==> config.mk <==
export PLATFORM = sky130hd
export DESIGN_NAME = script_source_tokenizer
export DESIGN_NICKNAME = d
export VERILOG_FILES = /design/src/hw/rtl/sst_pkg.sv /design/src/hw/rtl/sst_scan.sv /design/src/hw/rtl/script_source_tokenizer.sv
export SDC_FILE = /design/constraint.sdc
export NUM_CORES = 1
export LEC_CHECK = 0
export BUFFER_PORTS_ARGS = -buffer_cell sky130_fd_sc_hd__buf_2
export CORE_ASPECT_RATIO = 0.5
export CORE_MARGIN = 2
export CORE_UTILIZATION = 25
export DETAILED_ROUTE_END_ITERATION = 12
export HOLD_SLACK_MARGIN = 0.05
export SYNTH_ARGS = -nofsm -noshare
export SYNTH_HDL_FRONTEND = slang
export SYNTH_HIERARCHICAL = 1
export SYNTH_SLANG_ARGS = --single-unit
==> constraint.sdc <==
create_clock -name clk -period 27.7 [get_ports clk]
set_clock_uncertainty 0.1 [all_clocks]
set_input_delay 2.77 -clock clk [delete_from_list [all_inputs] [get_ports clk]]
set_output_delay 2.77 -clock clk [all_outputs]
set_load 0.05 [all_outputs]
==> src/hw/rtl/sst_pkg.sv <==
`timescale 1ns / 1ps
`default_nettype none
// ----------------------------------------------------------------------------
// Source tokenizer package
// Shared types, token kind codes and character classification helpers.
// ----------------------------------------------------------------------------
package sst_pkg;

  localparam int POS_BITS_DEF  = 16;
  localparam int LINE_BITS_DEF = 16;

  typedef enum logic [3:0] {
    PH_IDLE    = 4'd0,
    PH_SLASH   = 4'd1,
    PH_COMMENT = 4'd2,
    PH_IDENT   = 4'd3,
    PH_INT     = 4'd4,
    PH_DOT     = 4'd5,
    PH_FRAC    = 4'd6,
    PH_OP      = 4'd7,
    PH_STRING  = 4'd8
  } phase_t;

  localparam logic [5:0] K_DOT      = 6'd8;
  localparam logic [5:0] K_SLASH    = 6'd13;
  localparam logic [5:0] K_BANG     = 6'd14;
  localparam logic [5:0] K_ASSIGN   = 6'd16;
  localparam logic [5:0] K_LESS     = 6'd18;
  localparam logic [5:0] K_GREATER  = 6'd20;
  localparam logic [5:0] K_IDENT    = 6'd22;
  localparam logic [5:0] K_NUMBER   = 6'd23;
  localparam logic [5:0] K_STRING   = 6'd24;
  localparam logic [5:0] K_EOF      = 6'd41;
  localparam logic [5:0] K_ERR_STR  = 6'd42;
  localparam logic [5:0] K_ERR_BYTE = 6'd43;

  localparam int NUM_KW = 16;

  // Keyword text is stored with the first character in the low byte.
  localparam logic [47:0] KW_TEXT [NUM_KW] = '{
    48'("cnysa"), 48'("tiawa"), 48'("ssalc"), 48'("tsnoc"),
    48'("esle"),  48'("mune"),  48'("nf"),    48'("rof"),
    48'("flteg"), 48'("fi"),    48'("tupni"), 48'("tel"),
    48'("tnirp"), 48'("nruter"), 48'("esu"),  48'("elihw")
  };
  localparam logic [2:0] KW_LEN [NUM_KW] = '{
    3'd5, 3'd5, 3'd5, 3'd5, 3'd4, 3'd4, 3'd2, 3'd3,
    3'd5, 3'd2, 3'd5, 3'd3, 3'd5, 3'd6, 3'd3, 3'd5
  };

  typedef struct packed {
    logic [5:0]  kind;
    logic [15:0] start;
    logic [15:0] length;
    logic [15:0] line;
  } token_t;

  function automatic logic [5:0] keyword_kind(input logic [47:0] prefix,
                                              input logic [2:0] len);
    logic [5:0] k;
    k = K_IDENT;
    for (int i = NUM_KW - 1; i >= 0; i--) begin
      if (len == KW_LEN[i] && prefix == KW_TEXT[i]) begin
        k = 6'(25 + i);
      end
    end
    return k;
  endfunction

  function automatic logic is_letter(input logic [7:0] b);
    return (b >= 8'h61 && b <= 8'h7a) || (b >= 8'h41 && b <= 8'h5a);
  endfunction

  function automatic logic is_digit(input logic [7:0] b);
    return b >= 8'h30 && b <= 8'h39;
  endfunction

  function automatic logic is_op(input logic [7:0] b);
    return b == 8'h21 || b == 8'h3d || b == 8'h3c || b == 8'h3e;
  endfunction

  function automatic logic [5:0] op_kind(input logic [7:0] b);
    logic [5:0] k;
    unique case (b)
      8'h21:   k = K_BANG;
      8'h3d:   k = K_ASSIGN;
      8'h3c:   k = K_LESS;
      default: k = K_GREATER;
    endcase
    return k;
  endfunction

  // Bit 6 set means the byte is listed punctuation.
  function automatic logic [6:0] punct_kind(input logic [7:0] b);
    logic [6:0] r;
    unique case (b)
      8'h28:   r = {1'b1, 6'd0};
      8'h29:   r = {1'b1, 6'd1};
      8'h7b:   r = {1'b1, 6'd2};
      8'h7d:   r = {1'b1, 6'd3};
      8'h5b:   r = {1'b1, 6'd4};
      8'h5d:   r = {1'b1, 6'd5};
      8'h3b:   r = {1'b1, 6'd6};
      8'h2c:   r = {1'b1, 6'd7};
      8'h2e:   r = {1'b1, K_DOT};
      8'h3a:   r = {1'b1, 6'd9};
      8'h2b:   r = {1'b1, 6'd10};
      8'h2d:   r = {1'b1, 6'd11};
      8'h2a:   r = {1'b1, 6'd12};
      default: r = 7'd0;
    endcase
    return r;
  endfunction

endpackage
`default_nettype wire

==> src/hw/rtl/sst_scan.sv <==
`timescale 1ns / 1ps
`default_nettype none
// ----------------------------------------------------------------------------
// Tokenizer scan step
// Next scanner state and up to three tokens for one source byte.
// ----------------------------------------------------------------------------
module sst_scan #(
  parameter int POS_BITS  = sst_pkg::POS_BITS_DEF,
  parameter int LINE_BITS = sst_pkg::LINE_BITS_DEF
) (
  input  wire logic [7:0]           source_byte,
  input  wire sst_pkg::phase_t      phase,
  input  wire logic [7:0]           pending,
  input  wire logic [POS_BITS-1:0]  tstart,
  input  wire logic [POS_BITS-1:0]  pos,
  input  wire logic [LINE_BITS-1:0] line,
  input  wire logic [47:0]          prefix,
  output sst_pkg::phase_t           phase_next,
  output logic [7:0]                pending_next,
  output logic [POS_BITS-1:0]       tstart_next,
  output logic [POS_BITS-1:0]       pos_next,
  output logic [LINE_BITS-1:0]      line_next,
  output logic [47:0]               prefix_next,
  output sst_pkg::token_t           toks [3],
  output logic [1:0]                count
);

  localparam int EW = (POS_BITS > 16) ? POS_BITS + 1 : 17;

  logic [7:0]           b;
  logic [POS_BITS-1:0]  span;
  logic [POS_BITS-1:0]  span_m1;
  logic [POS_BITS-1:0]  pos_adv;
  logic [LINE_BITS-1:0] line_inc;
  logic [2:0]           kw_len;
  logic [15:0]          line16;
  logic [6:0]           pk;
  logic                 go_idle;

  assign b        = source_byte;
  assign span     = (pos > tstart) ? pos - tstart : '0;
  assign span_m1  = (span != '0) ? span - 1'b1 : '0;
  assign pos_adv  = (pos == '1) ? pos : pos + 1'b1;
  assign line_inc = (line == '1) ? line : line + 1'b1;
  assign kw_len   = (span > POS_BITS'(6)) ? 3'd7 : span[2:0];
  assign line16   = 16'(line);
  assign pk       = sst_pkg::punct_kind(b);

  function automatic logic [15:0] fit16(input logic [EW-1:0] v);
    return v[15:0];
  endfunction

  always_comb begin
    phase_next   = phase;
    pending_next = pending;
    tstart_next  = tstart;
    pos_next     = pos;
    line_next    = line;
    prefix_next  = prefix;
    count        = 2'd0;
    go_idle      = 1'b0;
    for (int i = 0; i < 3; i++) begin
      toks[i] = '0;
    end

    unique case (phase)
      sst_pkg::PH_IDENT: begin
        if (sst_pkg::is_letter(b) || sst_pkg::is_digit(b) || b == 8'h5f) begin
          if (span < POS_BITS'(6)) begin
            prefix_next[8*span[2:0] +: 8] = prefix[8*span[2:0] +: 8] | b;
          end
          pos_next = pos_adv;
        end else begin
          toks[count] = '{sst_pkg::keyword_kind(prefix, kw_len), fit16(EW'(tstart)),
                          fit16(EW'(span)), line16};
          count = count + 2'd1;
          go_idle = 1'b1;
        end
      end
      sst_pkg::PH_INT, sst_pkg::PH_FRAC: begin
        if (sst_pkg::is_digit(b)) begin
          pos_next = pos_adv;
        end else if (b == 8'h2e && phase == sst_pkg::PH_INT) begin
          phase_next   = sst_pkg::PH_DOT;
          pending_next = 8'h2e;
          pos_next     = pos_adv;
        end else begin
          toks[count] = '{sst_pkg::K_NUMBER, fit16(EW'(tstart)), fit16(EW'(span)), line16};
          count = count + 2'd1;
          go_idle = 1'b1;
        end
      end
      sst_pkg::PH_DOT: begin
        if (sst_pkg::is_digit(b)) begin
          phase_next = sst_pkg::PH_FRAC;
          pos_next   = pos_adv;
        end else begin
          toks[0] = '{sst_pkg::K_NUMBER, fit16(EW'(tstart)), fit16(EW'(span_m1)), line16};
          toks[1] = '{sst_pkg::K_DOT, fit16(EW'(tstart) + EW'(span_m1)), 16'd1, line16};
          count = 2'd2;
          go_idle = 1'b1;
        end
      end
      sst_pkg::PH_OP: begin
        if (b == 8'h3d) begin
          toks[0] = '{sst_pkg::op_kind(pending) + 6'd1, fit16(EW'(tstart)), 16'd2, line16};
          count = 2'd1;
          phase_next = sst_pkg::PH_IDLE;
          pos_next   = pos_adv;
        end else begin
          toks[0] = '{sst_pkg::op_kind(pending), fit16(EW'(tstart)), 16'd1, line16};
          count = 2'd1;
          go_idle = 1'b1;
        end
      end
      sst_pkg::PH_SLASH: begin
        if (b == 8'h2f) begin
          phase_next = sst_pkg::PH_COMMENT;
          pos_next   = pos_adv;
        end else begin
          toks[0] = '{sst_pkg::K_SLASH, fit16(EW'(tstart)), 16'd1, line16};
          count = 2'd1;
          go_idle = 1'b1;
        end
      end
      sst_pkg::PH_COMMENT: begin
        if (b == 8'h00 || b == 8'h0a) begin
          go_idle = 1'b1;
        end else begin
          pos_next = pos_adv;
        end
      end
      sst_pkg::PH_STRING: begin
        if (b == 8'h00) begin
          toks[0] = '{sst_pkg::K_ERR_STR, fit16(EW'(tstart)), 16'd0, line16};
          count = 2'd1;
          go_idle = 1'b1;
        end else if (b == 8'h22) begin
          toks[0] = '{sst_pkg::K_STRING, fit16(EW'(tstart) + EW'(1)), fit16(EW'(span_m1)),
                      line16};
          count = 2'd1;
          phase_next = sst_pkg::PH_IDLE;
          pos_next   = pos_adv;
        end else begin
          if (b == 8'h0a) begin
            line_next = line_inc;
          end
          pos_next = pos_adv;
        end
      end
      default: begin
        go_idle = 1'b1;
      end
    endcase

    if (go_idle) begin
      if (b == 8'h00) begin
        toks[count] = '{sst_pkg::K_EOF, fit16(EW'(pos)), 16'd0, line16};
        count = count + 2'd1;
        pos_next   = '0;
        line_next  = LINE_BITS'(1);
        phase_next = sst_pkg::PH_IDLE;
      end else begin
        phase_next  = sst_pkg::PH_IDLE;
        tstart_next = pos;
        pos_next    = pos_adv;
        if (b == 8'h20 || b == 8'h0d || b == 8'h09) begin
          phase_next = sst_pkg::PH_IDLE;
        end else if (b == 8'h0a) begin
          line_next = line_inc;
        end else if (sst_pkg::is_letter(b) || b == 8'h5f) begin
          phase_next  = sst_pkg::PH_IDENT;
          prefix_next = 48'(b);
        end else if (sst_pkg::is_digit(b)) begin
          phase_next = sst_pkg::PH_INT;
        end else if (b == 8'h2f) begin
          phase_next = sst_pkg::PH_SLASH;
        end else if (sst_pkg::is_op(b)) begin
          phase_next   = sst_pkg::PH_OP;
          pending_next = b;
        end else if (b == 8'h22) begin
          phase_next = sst_pkg::PH_STRING;
        end else if (pk[6]) begin
          toks[count] = '{pk[5:0], fit16(EW'(pos)), 16'd1, line16};
          count = count + 2'd1;
        end else begin
          toks[count] = '{sst_pkg::K_ERR_BYTE, fit16(EW'(pos)), 16'd0, line16};
          count = count + 2'd1;
        end
      end
    end
  end

endmodule
`default_nettype wire

==> src/hw/rtl/script_source_tokenizer.sv <==
`timescale 1ns / 1ps
`default_nettype none
// ----------------------------------------------------------------------------
// Script source tokenizer
// Streaming lexer: one source byte in, zero to three tokens out.
// ----------------------------------------------------------------------------
// Channel  Handshake              Payload
// src      src_valid/src_ready    source_byte
// tok      tok_valid/tok_ready    token_kind, token_start, token_length,
//                                 token_line, last_of_run
//
// A byte is scanned in the cycle it is accepted and its tokens are held in a
// three-entry result register that drains one token per cycle while
// tok_ready is high. A byte that yields at most one token is taken every
// cycle while tok_ready is high; a byte that yields more holds off the next
// byte until the final token of the previous transaction is being delivered.
// Reset restores the idle scanner state with line one.
// ----------------------------------------------------------------------------
module script_source_tokenizer #(
  parameter int POS_BITS  = sst_pkg::POS_BITS_DEF,
  parameter int LINE_BITS = sst_pkg::LINE_BITS_DEF
) (
  input  wire logic        clk,
  input  wire logic        rst,
  input  wire logic        src_valid,
  output logic             src_ready,
  input  wire logic [7:0]  source_byte,
  output logic             tok_valid,
  input  wire logic        tok_ready,
  output logic [5:0]       token_kind,
  output logic [15:0]      token_start,
  output logic [15:0]      token_length,
  output logic [15:0]      token_line,
  output logic             last_of_run
);

  sst_pkg::phase_t      phase, phase_next;
  logic [7:0]           pending, pending_next;
  logic [POS_BITS-1:0]  tstart, tstart_next;
  logic [POS_BITS-1:0]  pos, pos_next;
  logic [LINE_BITS-1:0] line, line_next;
  logic [47:0]          prefix, prefix_next;
  sst_pkg::token_t      toks_next [3];
  logic [1:0]           count_next;

  sst_pkg::token_t      slot [3];
  logic [1:0]           left;
  logic [1:0]           head;
  logic                 src_fire;
  logic                 tok_fire;

  sst_scan #(
    .POS_BITS  (POS_BITS),
    .LINE_BITS (LINE_BITS)
  ) u_scan (
    .source_byte  (source_byte),
    .phase        (phase),
    .pending      (pending),
    .tstart       (tstart),
    .pos          (pos),
    .line         (line),
    .prefix       (prefix),
    .phase_next   (phase_next),
    .pending_next (pending_next),
    .tstart_next  (tstart_next),
    .pos_next     (pos_next),
    .line_next    (line_next),
    .prefix_next  (prefix_next),
    .toks         (toks_next),
    .count        (count_next)
  );

  assign tok_valid    = left != 2'd0;
  assign last_of_run  = left == 2'd1;
  assign tok_fire     = tok_valid && tok_ready;
  assign src_ready    = (left == 2'd0) || (left == 2'd1 && tok_ready);
  assign src_fire     = src_valid && src_ready;
  assign token_kind   = slot[head].kind;
  assign token_start  = slot[head].start;
  assign token_length = slot[head].length;
  assign token_line   = slot[head].line;

  always_ff @(posedge clk) begin
    if (rst) begin
      phase   <= sst_pkg::PH_IDLE;
      pending <= '0;
      tstart  <= '0;
      pos     <= '0;
      line    <= LINE_BITS'(1);
      prefix  <= '0;
      left    <= 2'd0;
      head    <= 2'd0;
    end else if (src_fire) begin
      phase   <= phase_next;
      pending <= pending_next;
      tstart  <= tstart_next;
      pos     <= pos_next;
      line    <= line_next;
      prefix  <= prefix_next;
      left    <= count_next;
      head    <= 2'd0;
    end else if (tok_fire) begin
      left <= left - 2'd1;
      head <= head + 2'd1;
    end
  end

  always_ff @(posedge clk) begin
    if (src_fire) begin
      slot <= toks_next;
    end
  end

endmodule
`default_nettype wire

==> results.md <==
- Row cnt: 72
- Ratio of cells with drive above 1 in the final layout: 10.59%
- Clock power share: between 20% and 30%
- Clk slew on worst S/H paths: around 0.06 ns
- Gr ovfl total: 0
- VDD IR-drop max: 0.05234 mV
- Clk_lat worst skew: 0.60 ns
- CP delay by family, top: compound AO/OA/AOI/OAI gates
- Placed cell count: 3,352
- Post-Layout Cell Count: roughly 3,400
- Tightest Pin Transition: about 1.2 ns
- Number of global-route vias before repair: 17,150
- EDFF count, synth: between 150 and 200
- Dpl hpwl: 48,600 um
- IO Pins: 69
- Total Wirelength: 69,290 um
- Outcome: completed
- Core area: 77,560 um^2
- Total GRT Usage: approximately 16%
- Nets: 2,407
- Mapped cell area: 19,650 um^2
- Fillers: 8,264
- Hold-fix buffers, CTS: 0
- Cell Chain, Critical Path: inv_1 -> ha_1 -> fa_1 -> nand2b_1 -> a211oi_1 -> o22ai_1 -> or2_0 -> a211oi_2 -> inv_1 -> ha_1 -> o21a_1 -> and2_1 -> nor2_1 -> ha_1 -> a211oi_1 -> o21ai_0 -> a31oi_1 -> o21ai_0 -> o41ai_1 -> o21ai_0 -> a31oi_1 -> nor2_1 -> o211ai_1 -> nand3_1
- Die X-Extent: 400.4 um
- Fin Setup TNS: 0 ns
- RSZ-0062 raised after global routing: false
- Largest cells by area after synthesis: edfxtp_1, dfxtp_1, o21ai_0
- PwrDens: 87.40 nW/um^2
- Antenna Nets Post-Route: 0
- First-pass GRT wire length: roughly 110,000 um
- Hold Path Class: reg2reg
- Leak: 7.083 nW
- Post-route DRC violation count: 0
- Vias per inst: between 5 and 6
- 1st-iter DRT viols: roughly 2,100
- Post-CTS Setup Bufs: 0
- CTS max path bufs: 3
- Finish-stage setup viols: 0
- Die area: 80,980 um^2
- Clock net sink count: between 200 and 300
- Logic pwr share: about half
- Via Count: 18,470
- H-tree depth: 1
- Post-cts resize count: 0
- Async set-reset flop share out of synthesis: 0%
- Max_cap viols: 0
- Die H: 202.2 um
- Starting Density: approximately a quarter
- Routed len/inst: 20.33 um
- Worst EP arrival: 7.75 ns
- IO buf count: about 70
- CTS buffer count: 30
- Post-synth cell types: 106
- Initial antenna violation count: 3
- Switching pwr: 0.9099 mW
- Buf/Inv on CP: 2
- Post-synthesis sequential area ratio: 36.18%
- Final Cycle Share: between 20% and 30%
- Flop and latch count out of synthesis: around 270
- Fmax: approximately 130 MHz
- Clock root buffer: clkbuf_16
- Max-slew violations: 0
- Setup CP Type: reg2reg
- Min Tclk post-route: roughly 7.5 ns
- Area added between synthesis and finish: 9.662%
- Total power: around 1.9 mW
- YS warnings: 6
- Internal power: 0.9730 mW
- CP max-delay cell: a211oi_2
- Post-synth top area cell: edfxtp_1
- Cells after synthesis: about 2,400
- CTS tree: yes
- Top cell type's share of synthesized area: 24.76%
- Hold violation count in the final report: 0
- CP max FO: 10
- Largest net degree at the start of global routing: 88
- Startpoint types: register
- Synthesized area per cell: 8.240 um^2
- Reg power frac: 29.3%
- Slew margin rel.: 16.56%
- Sw Share: 48.32%
- Placer Congestion: 0.9529
- Main synth FF type: edfxtp_1
- Initial DRT Pass Iterations: 6
- Crit end category: register
- Required time worst endpoint: 27.94 ns
- Worst path max stage delay: between 0.8 and 0.9 ns
==> cell type report <==
class | count | area [um^2] | share of cell area, %
multi-input cells | 1883 | 11370 | 52.80
flip-flops and latches | 274 | 7112 | 33.01
well taps | 1036 | 1296 | 6.017
clock buffers | 47 | 874.6 | 4.060
repair buffers | 100 | 585.6 | 2.718
inverters | 59 | 226.5 | 1.051
clock inverters | 7 | 68.82 | 0.3194
diodes | 2 | 5.005 | 0.02323
==> kinds of logic (layout without fill, tap and decap cells) <==
| kind of cell | after synthesis | count (layout) | synth area share, % |
|---|---|---|---|
| AO/OA/AOI/OAI | 687 | 687 | 20.75 |
| XOR/XNOR | 48 | 48 | 2.140 |
| adder cells (fa/ha/maj) | 47 | 47 | 3.070 |
| buffers and inverters | 258 | 213 | 6.847 |
| flip-flops | 274 | 274 | 36.18 |
| multiplexers | 94 | 94 | 4.949 |
| other | 1 | 34 | 0.01909 |
| AND/OR/NAND/NOR | 975 | 975 | 26.05 |
==> synthesized netlist by cell type, types with 35 or more instances <==
cell	instances
a21oi_1	209
and2_1	82
buf_2	35
buf_4	40
clkbuf_1	97
dfxtp_1	112
edfxtp_1	162
ha_1	45
inv_1	57
mux2i_1	71
nand2_1	242
nand3_1	170
nor2_1	148
nor3_1	61
o21ai_0	275
==> worst register-to-register path: stages, from the launching register on <==
cell,delay (ns)
dfxtp_1,0.52
inv_1,0.14
ha_1,0.23
fa_1,0.48
nand2b_1,0.22
a211oi_1,0.35
o22ai_1,0.20
or2_0,0.40
a211oi_2,0.86
inv_1,0.16
ha_1,0.37
o21a_1,0.27
and2_1,0.35
nor2_1,0.20
ha_1,0.27
a211oi_1,0.25
o21ai_0,0.17
a31oi_1,0.25
o21ai_0,0.16
o41ai_1,0.41
o21ai_0,0.26
a31oi_1,0.27
nor2_1,0.09
o211ai_1,0.19
nand3_1,0.10
==> path summary, 6_finish.rpt <==
check	startpoint	endpoint	slack, ns	cells after the start
max	pos[0]	slot[101]	20.19	24
min	pending[6]	pending[6]	0.38	2
max reg2reg	pos[0]	slot[101]	20.19	24
min reg2reg	pending[6]	pending[6]	0.38	2
==> metal layers <==
metal  vias up  GRT usage [%]  part of all wire [%]
met5         -              0                     0
met4         0          4.789                   2.7
met3       136          2.121                   7.0
met2       765          27.02                    46
met1      8930          22.47                    44
li1       8642              -                     -
==> power groups by stage <==
stage	sequential [mW]	combinational, mW	clock [mW]
detailed placement	0.561	0.928	0
finish	0.551	0.938	0.393
floorplan	0.559	0.697	0
CTS	0.552	0.931	0.401
global route	0.559	1.00	0.417
global placement	0.559	0.927	0
==> state kept, by name, summed over array words and instances (netlist names) <==
signal / flops
phase: 4
line: 16
left: 2
pending: 8
tstart: 16
head: 2
pos: 16
slot: 162
prefix: 48
==> metrics by stage <==
step                util, %  cell area [um^2]  hold WS, ns  worst slack, ns
finish                27.77             21540       0.3822            20.19
global route          27.77             21540       0.4076            19.66
CTS                   27.77             21540       0.3846            20.36
detailed placement    26.55             20590       0.3768            20.35
global placement      26.55             20590       0.3707            20.47
floorplan                 -             19760       0.3527            17.05
==> placed cells by master (no fill, tap or decap), types with 24 or more instances in the layout <==
master	instances
ha_1	45
or3_1	34
dfxtp_1	110
nand3_1	170
clkbuf_16	30
and2_1	82
xor2_1	26
inv_1	57
nor2_1	145
nor4_1	26
o21ai_0	275
and3_1	30
nor3_1	60
nand2_1	242
edfxtp_1	162
mux2i_1	71
nand4_1	34
conb_1	32
buf_2	66
a21oi_1	208
nand2b_1	24
buf_4	34
Note: power is estimated with default switching activity, not from simulation.
